<file path="src/sv/dlu_pkg.sv">
// ----------------------------------------------------------------------------
// dlu_pkg: shared types and constants for the dense LU factorization unit
// Command codes, status codes, sequencer states and the ctrl/datapath bundles.
// ----------------------------------------------------------------------------
package dlu_pkg;

	localparam int MaxN   = 64;
	localparam int IdxW   = $clog2(MaxN);
	localparam int AddrW  = 2 * IdxW;
	localparam int SizeW  = 7;
	localparam int DataW  = 32;

	localparam logic [1:0] CmdLoad   = 2'd0;
	localparam logic [1:0] CmdFactor = 2'd1;
	localparam logic [1:0] CmdRead   = 2'd2;
	localparam logic [1:0] CmdNop    = 2'd3;

	localparam logic [1:0] StOk   = 2'd0;
	localparam logic [1:0] StZero = 2'd1;
	localparam logic [1:0] StSat  = 2'd2;

	typedef enum logic [3:0] {
		S_IDLE,
		S_PIV_RD,    // issue read of pivot (k,k)
		S_PIV_CHK,   // pivot data valid
		S_MUL_RD,    // issue read of (i,k)
		S_DIV,       // divider running
		S_MUL_WR,    // write multiplier to (i,k)
		S_UPD_RD,    // issue reads of (k,j) and (i,j)
		S_UPD_MUL,   // product
		S_UPD_WR,    // subtract, saturate, write (i,j)
		S_DONE
	} state_t;

	typedef struct packed {
		logic            piv_load;   // latch read data as pivot
		logic            div_start;  // start division of read data by pivot
		logic            mul_wr;     // write multiplier at (i,k)
		logic            rd_upd;     // read (k,j) and (i,j)
		logic            prod_en;    // register product
		logic            upd_wr;     // write reduced entry
		logic [IdxW-1:0] k;
		logic [IdxW-1:0] i;
		logic [IdxW-1:0] j;
		logic            rd_piv;     // read (k,k)
		logic            rd_ik;      // read (i,k)
		logic            clr_sat;
	} cmd_t;

	typedef struct packed {
		logic piv_zero;
		logic div_done;
		logic sat;
	} stat_t;

endpackage

</file>
<file path="src/sv/dlu_ctrl.sv">
// ----------------------------------------------------------------------------
// dlu_ctrl: factoring sequencer
// Walks k, i, j and drives the datapath; reports final status.
// ----------------------------------------------------------------------------
module dlu_ctrl (
	input  logic                          clk,
	input  logic                          arst_n,
	input  logic                          go,
	input  logic [dlu_pkg::SizeW-1:0]     n_cfg,
	input  dlu_pkg::stat_t                st,
	output dlu_pkg::cmd_t                 cmd,
	output logic                          busy,
	output logic                          fin,
	output logic [1:0]                    fin_status
);
	dlu_pkg::state_t state_q, state_d;
	logic [dlu_pkg::IdxW:0] k_q, i_q, j_q, k_d, i_d, j_d, n;
	logic [1:0] fst_q, fst_d;
	logic div_go_q;

	assign n = (n_cfg > dlu_pkg::SizeW'(dlu_pkg::MaxN)) ?
		(dlu_pkg::IdxW+1)'(dlu_pkg::MaxN) : (dlu_pkg::IdxW+1)'(n_cfg);

	always_comb begin
		state_d = state_q;
		k_d = k_q; i_d = i_q; j_d = j_q; fst_d = fst_q;
		case (state_q)
			dlu_pkg::S_IDLE: if (go) begin
				k_d = '0;
				if (n < 2) begin
					fst_d = dlu_pkg::StOk; state_d = dlu_pkg::S_DONE;
				end else state_d = dlu_pkg::S_PIV_RD;
			end
			dlu_pkg::S_PIV_RD: state_d = dlu_pkg::S_PIV_CHK;
			dlu_pkg::S_PIV_CHK: begin
				if (st.piv_zero) begin
					fst_d = dlu_pkg::StZero; state_d = dlu_pkg::S_DONE;
				end else begin
					i_d = k_q + 1'b1; state_d = dlu_pkg::S_MUL_RD;
				end
			end
			dlu_pkg::S_MUL_RD: state_d = dlu_pkg::S_DIV;
			dlu_pkg::S_DIV: if (st.div_done) state_d = dlu_pkg::S_MUL_WR;
			dlu_pkg::S_MUL_WR: begin
				j_d = k_q + 1'b1; state_d = dlu_pkg::S_UPD_RD;
			end
			dlu_pkg::S_UPD_RD: state_d = dlu_pkg::S_UPD_MUL;
			dlu_pkg::S_UPD_MUL: state_d = dlu_pkg::S_UPD_WR;
			dlu_pkg::S_UPD_WR: begin
				if (j_q + 1 < n) begin
					j_d = j_q + 1'b1; state_d = dlu_pkg::S_UPD_RD;
				end else if (i_q + 1 < n) begin
					i_d = i_q + 1'b1; state_d = dlu_pkg::S_MUL_RD;
				end else if (k_q + 2 < n) begin
					k_d = k_q + 1'b1; state_d = dlu_pkg::S_PIV_RD;
				end else begin
					state_d = dlu_pkg::S_DONE;
					fst_d = st.sat ? dlu_pkg::StSat : dlu_pkg::StOk;
				end
			end
			dlu_pkg::S_DONE: state_d = dlu_pkg::S_IDLE;
			default: state_d = dlu_pkg::S_IDLE;
		endcase
	end

	// the last write's saturation lands in sat_q the same edge we leave; check it late
	always_comb begin
		cmd = '0;
		cmd.k = k_q[dlu_pkg::IdxW-1:0];
		cmd.i = i_q[dlu_pkg::IdxW-1:0];
		cmd.j = j_q[dlu_pkg::IdxW-1:0];
		case (state_q)
			dlu_pkg::S_IDLE:    cmd.clr_sat = go;
			dlu_pkg::S_PIV_RD:  cmd.rd_piv = 1'b1;
			dlu_pkg::S_PIV_CHK: cmd.piv_load = 1'b1;
			dlu_pkg::S_MUL_RD:  cmd.rd_ik = 1'b1;
			dlu_pkg::S_MUL_WR:  cmd.mul_wr = 1'b1;
			dlu_pkg::S_UPD_RD:  cmd.rd_upd = 1'b1;
			dlu_pkg::S_UPD_MUL: cmd.prod_en = 1'b1;
			dlu_pkg::S_UPD_WR:  cmd.upd_wr = 1'b1;
			default: ;
		endcase
		// divider starts the cycle after the (i,k) read is issued, when rd_a holds it
		cmd.div_start = div_go_q;
	end

	always_ff @(posedge clk or negedge arst_n) begin
		if (!arst_n) begin
			state_q <= dlu_pkg::S_IDLE;
			k_q <= '0; i_q <= '0; j_q <= '0;
			fst_q <= dlu_pkg::StOk;
			div_go_q <= 1'b0;
		end else begin
			state_q <= state_d;
			k_q <= k_d; i_q <= i_d; j_q <= j_d;
			fst_q <= fst_d;
			div_go_q <= (state_q == dlu_pkg::S_MUL_RD);
		end
	end

	logic [1:0] late;
	assign late = (fst_q == dlu_pkg::StOk && st.sat) ? dlu_pkg::StSat : fst_q;
	assign busy = (state_q != dlu_pkg::S_IDLE);
	assign fin = (state_q == dlu_pkg::S_DONE);
	assign fin_status = late;
endmodule

</file>
<file path="config.mk">
export PLATFORM = sky130hd
export DESIGN_NAME = dlu_ctrl
export DESIGN_NICKNAME = d
export VERILOG_FILES = /design/src/sv/dlu_pkg.sv /design/src/sv/dlu_ctrl.sv
export SDC_FILE = /design/constraint.sdc
export NUM_CORES = 1
export LEC_CHECK = 0
export BUFFER_PORTS_ARGS = -buffer_cell sky130_fd_sc_hd__buf_2
export CORE_ASPECT_RATIO = 0.8
export CORE_MARGIN = 5
export CORE_UTILIZATION = 35
export DETAILED_ROUTE_END_ITERATION = 16
export GPL_ROUTABILITY_DRIVEN = 0
export MAX_ROUTING_LAYER = met4
export PLACE_DENSITY = 0.58
export SYNTH_ARGS = -nofsm -noshare
export SYNTH_HDL_FRONTEND = slang
export SYNTH_SLANG_ARGS = --single-unit
</file>
<file path="constraint.sdc">
create_clock -name clk -period 5.74 [get_ports clk]
set_input_delay 0.861 -clock clk [delete_from_list [all_inputs] [get_ports clk]]
set_output_delay 0.861 -clock clk [all_outputs]
set_load 0.01 [all_outputs]
</file>
# [Word-level counts from Yosys, hierarchy flattened]
# Cells that the tools add are included.
[totals] output_inout_bits=31 mem_bits_ro=0 input_bits=13 latch_bits=0 mem_count=0 mem_bits_rw=0 regBits=28
[classes] bitwise_logic=0 n_reduce_logical=13 addsub=6 shifts=0 div_mod_pow=0 mux=37 n_lt_le_gt_ge=5 mul=0 eq_ne=20
[ops] operator="7-bit 2-to-1 mux" count=9
[ops] operator="7-bit one-hot mux with 2 select lines" count=3
[ops] operator="4-bit one-hot mux with 9 select lines" count=1
[ops] operator="4-bit 2-to-1 mux" count=7
[ops] operator="8-bit by 7-bit less-than comparator with 1-bit output" count=3
[ops] operator="2-bit inequality test, second input constant" count=11
[ops] operator="7-bit by 1-bit adder with 7-bit output, second input constant" count=3
[ops] operator="7-bit by 1-bit adder with 8-bit output, second input constant" count=2
[ops] operator="4-bit by 3-bit equality test with 1-bit output, second input constant" count=4
[ops] operator="2-bit 2-to-1 mux" count=8
[ops] operator="7-bit by 2-bit adder with 8-bit output, second input constant" count=1
[ops] operator="4-bit by 2-bit equality test with 1-bit output, second input constant" count=2
[ops] operator="4-bit equality test, second input constant" count=2
[ops] operator="1-bit 2-to-1 mux" count=8
[ops] operator="7-bit > comparator, second input constant" count=1
[ops] operator="7-bit by 2-bit less-than comparator with 1-bit output, second input constant" count=1
[ops] operator="7-bit AND reduction" count=1
[ops] operator="2-bit one-hot mux with 3 select lines" count=1
[ops] operator="2-bit nonzero test" count=3
[ops] operator="5-bit AND reduction" count=1
[ops] operator="4-bit by 1-bit equality test with 1-bit output, second input constant" count=1
[ops] operator="4-bit zero test" count=1
[ops] operator="2-bit AND reduction" count=2
[ops] operator="4-bit AND reduction" count=1
[ops] operator="4 further kinds" count=4

# [Longest topological paths before layout]
# Gate-level depths: netlist of the first run.
[logic_depth] depth_word=7 mapped_depth=12 depth_no_buf=11

# [Worst setup path before layout of the first run]
# Ideal clock, no wire load.
[synth_timing] path_type="input-to-reg" from="in n_cfg[6] (netlist name)" to="reg k_q[0] (netlist name)" arrival_time_ns=2.799 stages=10 path_slack_ns=2.816 n_path_buf=1 cell_sequence="inv_1 nand2_1 ha_1 a21o_1 a221oi_1 o211ai_1 nor2_1 a221o_1 buf_6 mux2_4"
[synth_between] elab_chain_cells=5 word_cells_on_any_way=9
[synth_rtl] item="from (decl)" line="dlu_ctrl.sv:9" source="input logic [dlu_pkg::SizeW-1:0] n_cfg,"
[synth_rtl] item="7-bit > comparator" line="dlu_ctrl.sv:21" source="assign n = (n_cfg > dlu_pkg::SizeW'(dlu_pkg::MaxN)) ?"
[synth_rtl] item="7-bit 2-to-1 mux (*)" line="dlu_ctrl.sv:21"
[synth_rtl] item="8-bit by 7-bit less-than comparator with 1-bit output (on tied branches)" line="dlu_ctrl.sv:54, dlu_ctrl.sv:50, dlu_ctrl.sv:52"
[synth_rtl] item="2-bit inequality test (no source line)"
[synth_rtl] item="5-bit AND reduction (no source line) (*)"
[synth_rtl] item="to (signal assigned)" line="dlu_ctrl.sv:95" source="k_q <= k_d; i_q <= i_d; j_q <= j_d;"
[synth_rtl] item="to (decl)" line="dlu_ctrl.sv:17" source="logic [dlu_pkg::IdxW:0] k_q, i_q, j_q, k_d, i_d, j_d, n;"
# Mark *: on every way between the ends. The rest lies on a longest branch, timed or not.
# A chain may end at the register's enable or synchronous reset.

# [Worst setup path after layout of the first run]
[layout_timing] from="in n_cfg[6] (netlist name)" to="reg j_q[0] (netlist name)"
[layout_between] elab_chain_cells=5
[layout_rtl] item="7-bit > comparator" line="dlu_ctrl.sv:21"
[layout_rtl] item="7-bit 2-to-1 mux (*)" line="dlu_ctrl.sv:21"
[layout_rtl] item="8-bit by 7-bit less-than comparator with 1-bit output (*)" line="dlu_ctrl.sv:50" source="if (j_q + 1 < n) begin"
[layout_rtl] item="2-bit inequality test (no source line) (*)"
[layout_rtl] item="2-bit AND reduction (no source line) (*)"
[layout_rtl] item="to (signal assigned)" line="dlu_ctrl.sv:95"
[layout_rtl] item="to (decl)" line="dlu_ctrl.sv:17"
# Marks and branches as above.

==> flow_summary.json, run 1 <==
{
  "fin_skew_ns": 0.001571,
  "cp.arrival_ns": 3.73,
  "dp_slack_ns": 1.944,
  "critical_path_class": "input pin to flip-flop",
  "fin_area_um2": 2670,
  "crit_path_max_fanout": 11,
  "placed_area_um2": 2615,
  "synthTopCellsByArea": "dfrtp_1 28%, ha_1 9.5%, buf_4 5.7%",
  "min_period_over_period": 0.6163,
  "maxCapViolations": 0,
  "required_ns": 5.93,
  "worstRegToRegCells": 11,
  "cts_num_sinks": 28,
  "synth_area_leader_cell": "dfrtp_1",
  "clockPowerShare": 0.104,
  "synth_top_area_share": 0.2799,
  "synth_most_common_cell": "dfrtp_1",
  "fp.dieH_um": 85.65,
  "setup_tns_ns": 0,
  "antenna_found_initial": 0,
  "worst_pin_slew_ns": 1.105,
  "avgViaCountPerCell": 5.497,
  "drive_above_1_share": 0.2164,
  "place_inst": 388,
  "power_density_nw_per_um2": 490.1,
  "dp_hpwl_um": 5128,
  "r2r-end": "k_q[6]$_DFFE_PN0P_",
  "final-hold-violation-count": 0,
  "first_global_vias": 2197,
  "routed-via-count": 2155,
  "fin_crit_ns": 3.538,
  "grt_max_degree": 29,
  "p_sw_frac": 0.4845,
  "drtIter0Drc": 72,
  "start_util": 0.3615,
  "clockBufferDepth": 2,
  "hold_path.class": "flip-flop to flip-flop",
  "seq_power_share": 0.315,
  "cellLeakagePower_nw": 1.277,
  "p_sw_w": 0.0006340,
  "area_delta_synth_final_pct": 6.647,
  "cts_resized": 0,
  "syn_inst": 292,
  "synth_warnings": 0,
  "setup_viol": 0,
  "worst-r2r-setup-slack_ns": 2.22,
  "startpoint": "n_cfg[6]",
  "ant_nets": 0,
  "combPwrFrac": 0.582,
  "timing.rr.start": "i_q[0]$_DFFE_PN0P_",
  "relSlewSlack": 0.2568,
  "final_max_slew_viol_count": 0,
  "grt_pass1_wl_um": 11320,
  "core_um2": 6925,
  "async_flop_share": 1.000,
  "post-cts-setup-buffer-count": 0,
  "wl_per_cell_um": 17.46,
  "peakVddDrop_v": 0.0002300,
  "cts_htree_levels": 1,
  "clk_latency_ns": 0.29,
  "cts_tree": "built",
  "synth_seq_area_share": 0.2799,
  "seqCellArea_um2": 700.7,
  "nNetsFinal": 338,
  "fp-row-count": 27,
  "cts_hold_buf": 0,
  "startpoint_type": "input pin",
  "syn_nets": 324,
  "internal_power_w": 0.0006746,
  "path_clk_slew_ns": 0.11,
  "grt_overflow": 0,
  "synth-edff-count": 0,
  "min_from": "fst_q[1]$_DFFE_PN0P_",
  "cts_root_buffer": "clkbuf_8",
  "die_area_um2": 8956,
  "design.portCount": 44,
  "numCtsBuffers": 3,
  "rsz0062_at_grt": "no",
  "portBuffers": 43,
  "multi_input_area_um2": 1545,
  "syn_avg_cell_area_um2": 8.574,
  "synthFlopType": "dfrtp_1",
  "nFillCells": 708,
  "finalWorstSetupSlack_ns": 2.202,
  "synth_cell_types": 59,
  "drt_first_pass_iters": 4,
  "cp-end-kind": "flip-flop",
  "die_w_um": 104.6,
  "drc": 0,
  "netlist_top_cells_count": "28 x dfrtp_1, 25 x nand2_1, 19 x buf_4, 19 x ha_1, 18 x nor2_1",
  "fmax_mhz": 282.7,
  "status": "complete, no violations",
  "wirelength_um": 6845,
  "final_cell_count_no_fill": 392,
  "synth.ff_latch_count": 28,
  "syn-cell-area_um2": 2504,
  "grt_usage": 0.1580,
  "crit_end": "j_q[0]$_DFFE_PN0P_",
  "insertedDiodeCount": 0
}
-- power groups by stage --
stage                     registers [W]  logic, W  clock network [W]
after global placement         0.000409  0.000758                  0
after global routing           0.000428  0.000865           0.000145
after detailed placement       0.000412  0.000758                  0
after CTS                      0.000408  0.000766           0.000139
after floorplan                0.000344  0.000674                  0
final                          0.000412  0.000761           0.000135
-- worst max-delay path, stage by stage --
cell	delay (ns)
buf_2	0.13
inv_1	0.20
nand2_1	0.16
ha_1	0.33
or2_2	0.29
a31oi_1	0.16
a21oi_1	0.14
o31ai_1	0.94
o21ai_0	0.22
a22o_1	0.28
-- cell type report --
| cell class | count | area share |
|---|---|---|
| multi-input combinational | 218 | 0.5787 |
| sequential | 28 | 0.2624 |
| timing repair buffer | 43 | 0.08060 |
| tap | 87 | 0.04077 |
| clock buffer | 4 | 0.02062 |
| inverter | 12 | 0.01687 |
-- logic make-up (layout without fill, tap and decap cells) --
family,Yosys count,count (layout),share of synthesized area
simple gates,97,97,0.2009
compound gates,75,75,0.2139
buf+inv,46,59,0.1029
flops,28,28,0.2799
fa+ha+maj,19,19,0.09495
xor+xnor,18,18,0.06297
mux,9,9,0.04448
-- state kept, by name, indices dropped and copies added, names as in the netlist --
name and cells:
div_go_q 1, fst_q 2, i_q 7, j_q 7, k_q 7, state_q 4
-- per-layer routing --
layer	wire, um	GRT usage
met1	3455	0.2224
met4	38	0.01765
met2	3030	0.2450
met3	320	0.02859
met5	0	-
-- how the worst min path moves through the flow --
stage,end,cells after the start
2_1_floorplan,fst_q[1]$_DFFE_PN0P_,2
3_3_place_gp,fst_q[1]$_DFFE_PN0P_,2
3_5_place_dp,fst_q[1]$_DFFE_PN0P_,2
4_1_cts,fst_q[1]$_DFFE_PN0P_,2
5_1_grt,fst_q[1]$_DFFE_PN0P_,2
6_report,fst_q[1]$_DFFE_PN0P_,2
-- through the flow --
step           hold WS [ns]  utilization  total power (W)
2_1_floorplan        0.4975            -         0.001018
3_3_place_gp         0.5118       0.3776         0.001167
3_5_place_dp         0.5208       0.3776         0.001169
4_1_cts              0.5386       0.3855         0.001314
5_1_grt              0.5892       0.3855         0.001438
6_report             0.5382       0.3855         0.001309
-- cells in the final DEF, fill, tap and decap left out, drive strengths merged, types with 8 or more instances in the layout --
cell	instances
o21ai	16
xnor2	8
a21oi	10
xor2	10
nor2	18
ha	19
nand2b	8
dfrtp	28
inv	12
buf	43
nand3	11
nand2	25
(Power assumes the default switching activity.)
==> inputs of run 2 (changes only) <==
Settings changed: ABC_AREA from default to 1, PLACE_DENSITY 0.58 to 0.6.
Clock period 5.74 ns to 3.2 ns, I/O delays scaled along.
==> run 2 against run 1 <==
Sequential power up 19%. Global-route usage down 0.56 points. Sequential cell count unchanged. Area after synthesis up 5.9%. Wire length down 4.1%. Non-clock buffer count up 1. Cell count up 28%. Clock skew up 0.0021 ns. Combinational power up 19%. Total power up 29%.
==> flow_summary.json, run 2 <==
{
  "startpoint_type": "flip-flop",
  "wl_per_cell_um": 13.12,
  "synth_area_leader_cell": "dfrtp_1",
  "synth_most_common_cell": "nand2_1",
  "insertedDiodeCount": 0,
  "cts_num_sinks": 28,
  "drtIter0Drc": 83,
  "cts_root_buffer": "clkbuf_8",
  "synth_top_area_share": 0.2642,
  "grt_usage": 0.1524,
  "grt_max_degree": 29,
  "first_global_vias": 2253,
  "nFillCells": 790,
  "portBuffers": 43,
  "syn_nets": 404,
  "setup_viol": 0,
  "synth_cell_types": 39,
  "drc": 0,
  "power_density_nw_per_um2": 586.1,
  "wirelength_um": 6561,
  "slowest_stage": "dfrtp_1",
  "numCtsBuffers": 3,
  "finalWorstSetupSlack_ns": 0.5469,
  "hold_path.class": "input pin to asynchronous set/reset pin",
  "synth-edff-count": 0,
  "netlist_top_cells_count": "82 x nand2_1, 56 x inv_1, 34 x nor2_1",
  "drive_above_1_share": 0.2203,
  "power.total_w": 0.001688,
  "post-cts-setup-buffer-count": 0,
  "fp-row-count": 28,
  "start_util": 0.3588,
  "cts_tree": "built",
  "reg_top3": "i_q (7), j_q (7), k_q (7)",
  "clockBufferDepth": 2,
  "syn_avg_cell_area_um2": 7.130,
  "layout_commonest_cell": "nand2_1",
  "relSlewSlack": 0.5261,
  "cts_htree_levels": 1,
  "min_period_over_period": 0.8291,
  "async_flop_share": 1.000,
  "dp_slack_ns": 0.5397,
  "final-hold-violation-count": 0,
  "cts_hold_buf": 0,
  "syn_inst": 372,
  "antenna_found_initial": 0,
  "status": "complete, no violations",
  "grt_pass1_wl_um": 11050,
  "die_w_um": 107.3,
  "fin_area_um2": 2880,
  "cellLeakagePower_nw": 1.585,
  "grt_overflow": 0,
  "final_core_util": 0.3896,
  "final_max_slew_viol_count": 0,
  "core_um2": 7392,
  "placed_area_um2": 2809,
  "synth_warnings": 0,
  "cts_resized": 0,
  "design.portCount": 44,
  "synthFlopType": "dfrtp_1",
  "setup_tns_ns": 0,
  "ant_nets": 0,
  "area_delta_synth_final_pct": 8.585,
  "fp.dieH_um": 87.87,
  "required_ns": 3.42,
  "syn-cell-area_um2": 2653,
  "drt_first_pass_iters": 4,
  "worstRegToRegCells": 14,
  "dp_hpwl_um": 5337,
  "routed-via-count": 2349,
  "worst_pin_slew_ns": 0.7108,
  "critical_path_class": "flip-flop to flip-flop",
  "path_cells": "inv_1 -> nor3_2 -> nand2_1 -> o21ai_0 -> nand2_1 -> inv_1 -> ha_1 -> a21oi_1 -> nor2_1 -> nor3_1 -> nand3_4 -> o21ai_4 -> nand2_1 -> o21ai_2",
  "fmax_mhz": 376.9,
  "final_cell_mix": "82 x nand2_1, 56 x inv_1, 43 x buf_2",
  "synth_seq_area_share": 0.2642,
  "avgViaCountPerCell": 4.698,
  "maxCapViolations": 0,
  "die_area_um2": 9431,
  "synthTopCellsByArea": "dfrtp_1 26%, nand2_1 12%, ha_1 9.0%",
  "cp-end-kind": "flip-flop",
  "peakVddDrop_v": 0.0002716,
  "crit_path_frequent_cell": "nand2_1",
  "synth.ff_latch_count": 28,
  "cp.arrival_ns": 2.87,
  "fin_skew_ns": 0.003683,
  "max_stage_delay_ns": 0.42,
  "fin_crit_ns": 2.653,
  "path_clk_slew_ns": 0.10,
  "crit_path_max_fanout": 14,
  "rsz0062_at_grt": "no",
  "clk_latency_ns": 0.28,
  "nNetsFinal": 428
}
run 2: logic make-up (layout without fill, tap and decap cells):
kind of cell,count (synthesis),after routing,synth area share
AND/OR/NAND/NOR,191,191,0.3472
buffers and inverters,82,105,0.1552
AO/OA/AOI/OAI,37,37,0.09434
flip-flops,28,28,0.2642
adder cells (fa/ha/maj),19,19,0.08962
XOR/XNOR,15,15,0.04953
run 2: area by class of cell:
type / instances / area [um^2] / area share
Inverter: 57 / 214.0 / 0.07428
Clock buffer: 3 / 41.29 / 0.01434
Clock inverter: 1 / 30.03 / 0.01043
Multi-Input combinational cell: 262 / 1540 / 0.5348
Tap cell: 105 / 131.4 / 0.04561
Sequential cell: 28 / 700.7 / 0.2433
Timing Repair Buffer: 44 / 222.7 / 0.07732
run 2: metal layers:
metal	global-route usage	routed length, um	vias up
li1	-	-	1210
met1	0.2198	3395	1080
met2	0.2288	2821	55
met3	0.02506	308	4
met4	0.02408	36	0
met5	-	0	-
run 2: path summary, 6_finish.rpt:
path	slack, ns	end	startpoint
min in group clk	0.50	fst_q[0]$_DFFE_PN0P_	st[2]
max in group asynchronous	2.51	k_q[0]$_DFFE_PN0P_	arst_n
setup / recovery	0.55	j_q[1]$_DFFE_PN0P_	j_q[2]$_DFFE_PN0P_
hold / removal	0.23	i_q[0]$_DFFE_PN0P_	arst_n
hold reg to reg	0.54	k_q[6]$_DFFE_PN0P_	k_q[6]$_DFFE_PN0P_
setup reg to reg	0.55	j_q[1]$_DFFE_PN0P_	j_q[2]$_DFFE_PN0P_
run 2: per-stage QoR:
step,std cells,hold WS [ns]
6_report,500,0.2313
4_1_cts,500,0.2471
5_1_grt,500,0.2834
2_1_floorplan,372,0.1844
3_5_place_dp,496,0.5106
3_3_place_gp,496,0.5025
run 2: where the power goes:
part           total [W]  switching [W]  internal (W)
Sequential      0.000492      0.0000725      0.000420
Clock           0.000290       0.000122      0.000168
Combinational   0.000906       0.000607      0.000298
run 2: critical path: cells and delay by family (launching register included):
kind	cells	cell delay, ns
fa+ha+maj	1	0.22
compound gates	4	0.59
buf+inv	2	0.16
flops	1	0.42
simple gates	7	1.19
==> inputs of run 3 (changes only) <==
Settings changed: PLACE_DENSITY 0.6 to 0.58.
Clock period 3.2 ns to 2.7 ns, I/O delays scaled along.
==> run 3 against run 2 <==
Worst setup slack worse by 0.35 ns. Sequential cell count stayed put. Clock-buffer cell count stayed put. Combinational power is 25% higher. Design area is 2.1% higher. Critical path type unchanged. Critical endpoint is now j_q[2]$_DFFE_PN0P_. Largest cell class unchanged. Largest power group unchanged.
==> flow_summary.json, run 3 (synthesis results as in run 2) <==
{
  "status": "complete, no violations",
  "slowest_stage": "dfrtp_1",
  "wirelength_um": 6560,
  "relSlewSlack": 0.5436,
  "multi_input_area_um2": 1546,
  "routed-via-count": 2359,
  "fin_area_um2": 2940,
  "wl_per_cell_um": 12.94,
  "ant_nets": 0,
  "placed_area_um2": 2831,
  "cts_htree_levels": 1,
  "drt_first_pass_iters": 4,
  "area_delta_synth_final_pct": 10.85,
  "cts_tree": "built",
  "fmax_mhz": 398.9,
  "cp-end-kind": "flip-flop",
  "fin_crit_ns": 2.507,
  "layout_commonest_cell": "nand2_1",
  "cts_num_sinks": 28,
  "worst_pin_slew_ns": 0.6783,
  "drtIter0Drc": 74,
  "clockPowerShare": 0.164,
  "grt_usage": 0.1483,
  "first_global_vias": 2265,
  "setup_tns_ns": 0,
  "portBuffers": 43,
  "peakVddDrop_v": 0.0002852,
  "power.total_w": 0.002037,
  "hold_slack_ns": 0.1525,
  "hold_path.class": "input pin to asynchronous set/reset pin",
  "antenna_found_initial": 0,
  "nNetsFinal": 435,
  "core_um2": 7392,
  "min_period_over_period": 0.9284,
  "start_util": 0.3588,
  "setup_viol": 0,
  "final_cell_count_no_fill": 507,
  "drc": 0,
  "worstRegToRegCells": 15,
  "final_max_slew_viol_count": 0,
  "p_sw_frac": 0.4640,
  "die_area_um2": 9431,
  "cts_hold_buf": 0,
  "cellLeakagePower_nw": 1.630,
  "cp.arrival_ns": 2.68,
  "startpoint_type": "flip-flop",
  "fin_skew_ns": 0.005121,
  "required_ns": 2.88,
  "combPwrFrac": 0.557,
  "worst-r2r-setup-slack_ns": 0.19,
  "nFillCells": 774,
  "fp.dieH_um": 87.87,
  "grt_max_degree": 29,
  "final_cell_mix": "82 x nand2_1, 56 x inv_1, 43 x buf_2",
  "design.portCount": 44,
  "path_clk_slew_ns": 0.10,
  "reg_top3": "i_q (7), j_q (7), k_q (7)",
  "final-hold-violation-count": 0,
  "max_stage_delay_ns": 0.41,
  "cts_root_buffer": "clkbuf_8",
  "path_cells": "inv_1 -> nor3_4 -> nand2_1 -> o21ai_0 -> nand2_1 -> inv_1 -> ha_1 -> a21oi_1 -> nor2_1 -> nor3_1 -> buf_4 -> nand3_4 -> o21ai_4 -> buf_4 -> o21ai_2",
  "r2r-end": "j_q[2]$_DFFE_PN0P_",
  "seqCellArea_um2": 701.9,
  "clockBufferDepth": 2,
  "power_density_nw_per_um2": 692.9,
  "grt_overflow": 0,
  "dp_hpwl_um": 5281,
  "internal_power_w": 0.001092,
  "place_inst": 499,
  "clk_latency_ns": 0.28,
  "path_buf_inv": 4,
  "die_w_um": 107.3,
  "crit_path_max_fanout": 14,
  "insertedDiodeCount": 0,
  "numCtsBuffers": 3,
  "grt_pass1_wl_um": 10910,
  "rsz0062_at_grt": "yes",
  "avgViaCountPerCell": 4.653,
  "seq_power_share": 0.279,
  "critical_path_class": "flip-flop to flip-flop",
  "timing.rr.start": "j_q[2]$_DFFE_PN0P_",
  "crit_family": "simple AND/OR/NAND/NOR gates",
  "maxCapViolations": 0,
  "fp-row-count": 28,
  "drive_above_1_share": 0.2363,
  "p_sw_w": 0.0009454
}
## run 3: power groups by stage
| stage | combinational [W] | clock, W | sequential [W] |
|---|---|---|---|
| 6_report | 0.00113 | 0.000334 | 0.000568 |
| 2_1_floorplan | 0.000864 | 0 | 0.000565 |
| 5_1_grt | 0.00129 | 0.000365 | 0.000579 |
| 3_3_place_gp | 0.00109 | 0 | 0.000576 |
| 3_5_place_dp | 0.00110 | 0 | 0.000576 |
| 4_1_cts | 0.00110 | 0.000344 | 0.000569 |
## run 3: repair_timing
item | in CTS | in global routing
resized for setup | 0 | 2
endpoints found under the setup margin | 0 | 9
setup buffers | 0 | 4
## run 3: area by class of cell
class,instances,area share
Tap cell,105,0.04468
Clock inverter,1,0.01021
Inverter,57,0.07277
Multi-Input combinational cell,262,0.5260
Clock buffer,3,0.01404
Sequential cell,28,0.2387
Timing Repair Buffer,51,0.09362
## run 3: per-layer routing
| layer | vias up | part of all wire | GRT usage |
|---|---|---|---|
| met4 | 0 | 0.015 | 0.02867 |
| met2 | 53 | 0.41 | 0.2203 |
| met1 | 1065 | 0.53 | 0.2152 |
| met3 | 10 | 0.046 | 0.02211 |
| li1 | 1231 | - | - |
| met5 | - | 0 | - |
## run 3: stage by stage
step | util | worst slack (ns)
2_1_floorplan | - | 0.3455
3_3_place_gp | 0.3830 | 0.2275
3_5_place_dp | 0.3830 | 0.2554
4_1_cts | 0.3927 | 0.2097
5_1_grt | 0.3978 | -0.02397
6_report | 0.3978 | 0.1934
## run 3: worst max path at each step
stage	from	end	depth (start not counted)
detailed placement	k_q[2]$_DFFE_PN0P_	k_q[0]$_DFFE_PN0P_	15
finish	j_q[2]$_DFFE_PN0P_	j_q[2]$_DFFE_PN0P_	15
global placement	j_q[2]$_DFFE_PN0P_	j_q[0]$_DFFE_PN0P_	15
CTS	j_q[2]$_DFFE_PN0P_	j_q[0]$_DFFE_PN0P_	15
floorplan	j_q[2]$_DFFE_PN0P_	j_q[4]$_DFFE_PN0P_	15
global route	j_q[2]$_DFFE_PN0P_	j_q[3]$_DFFE_PN0P_	15
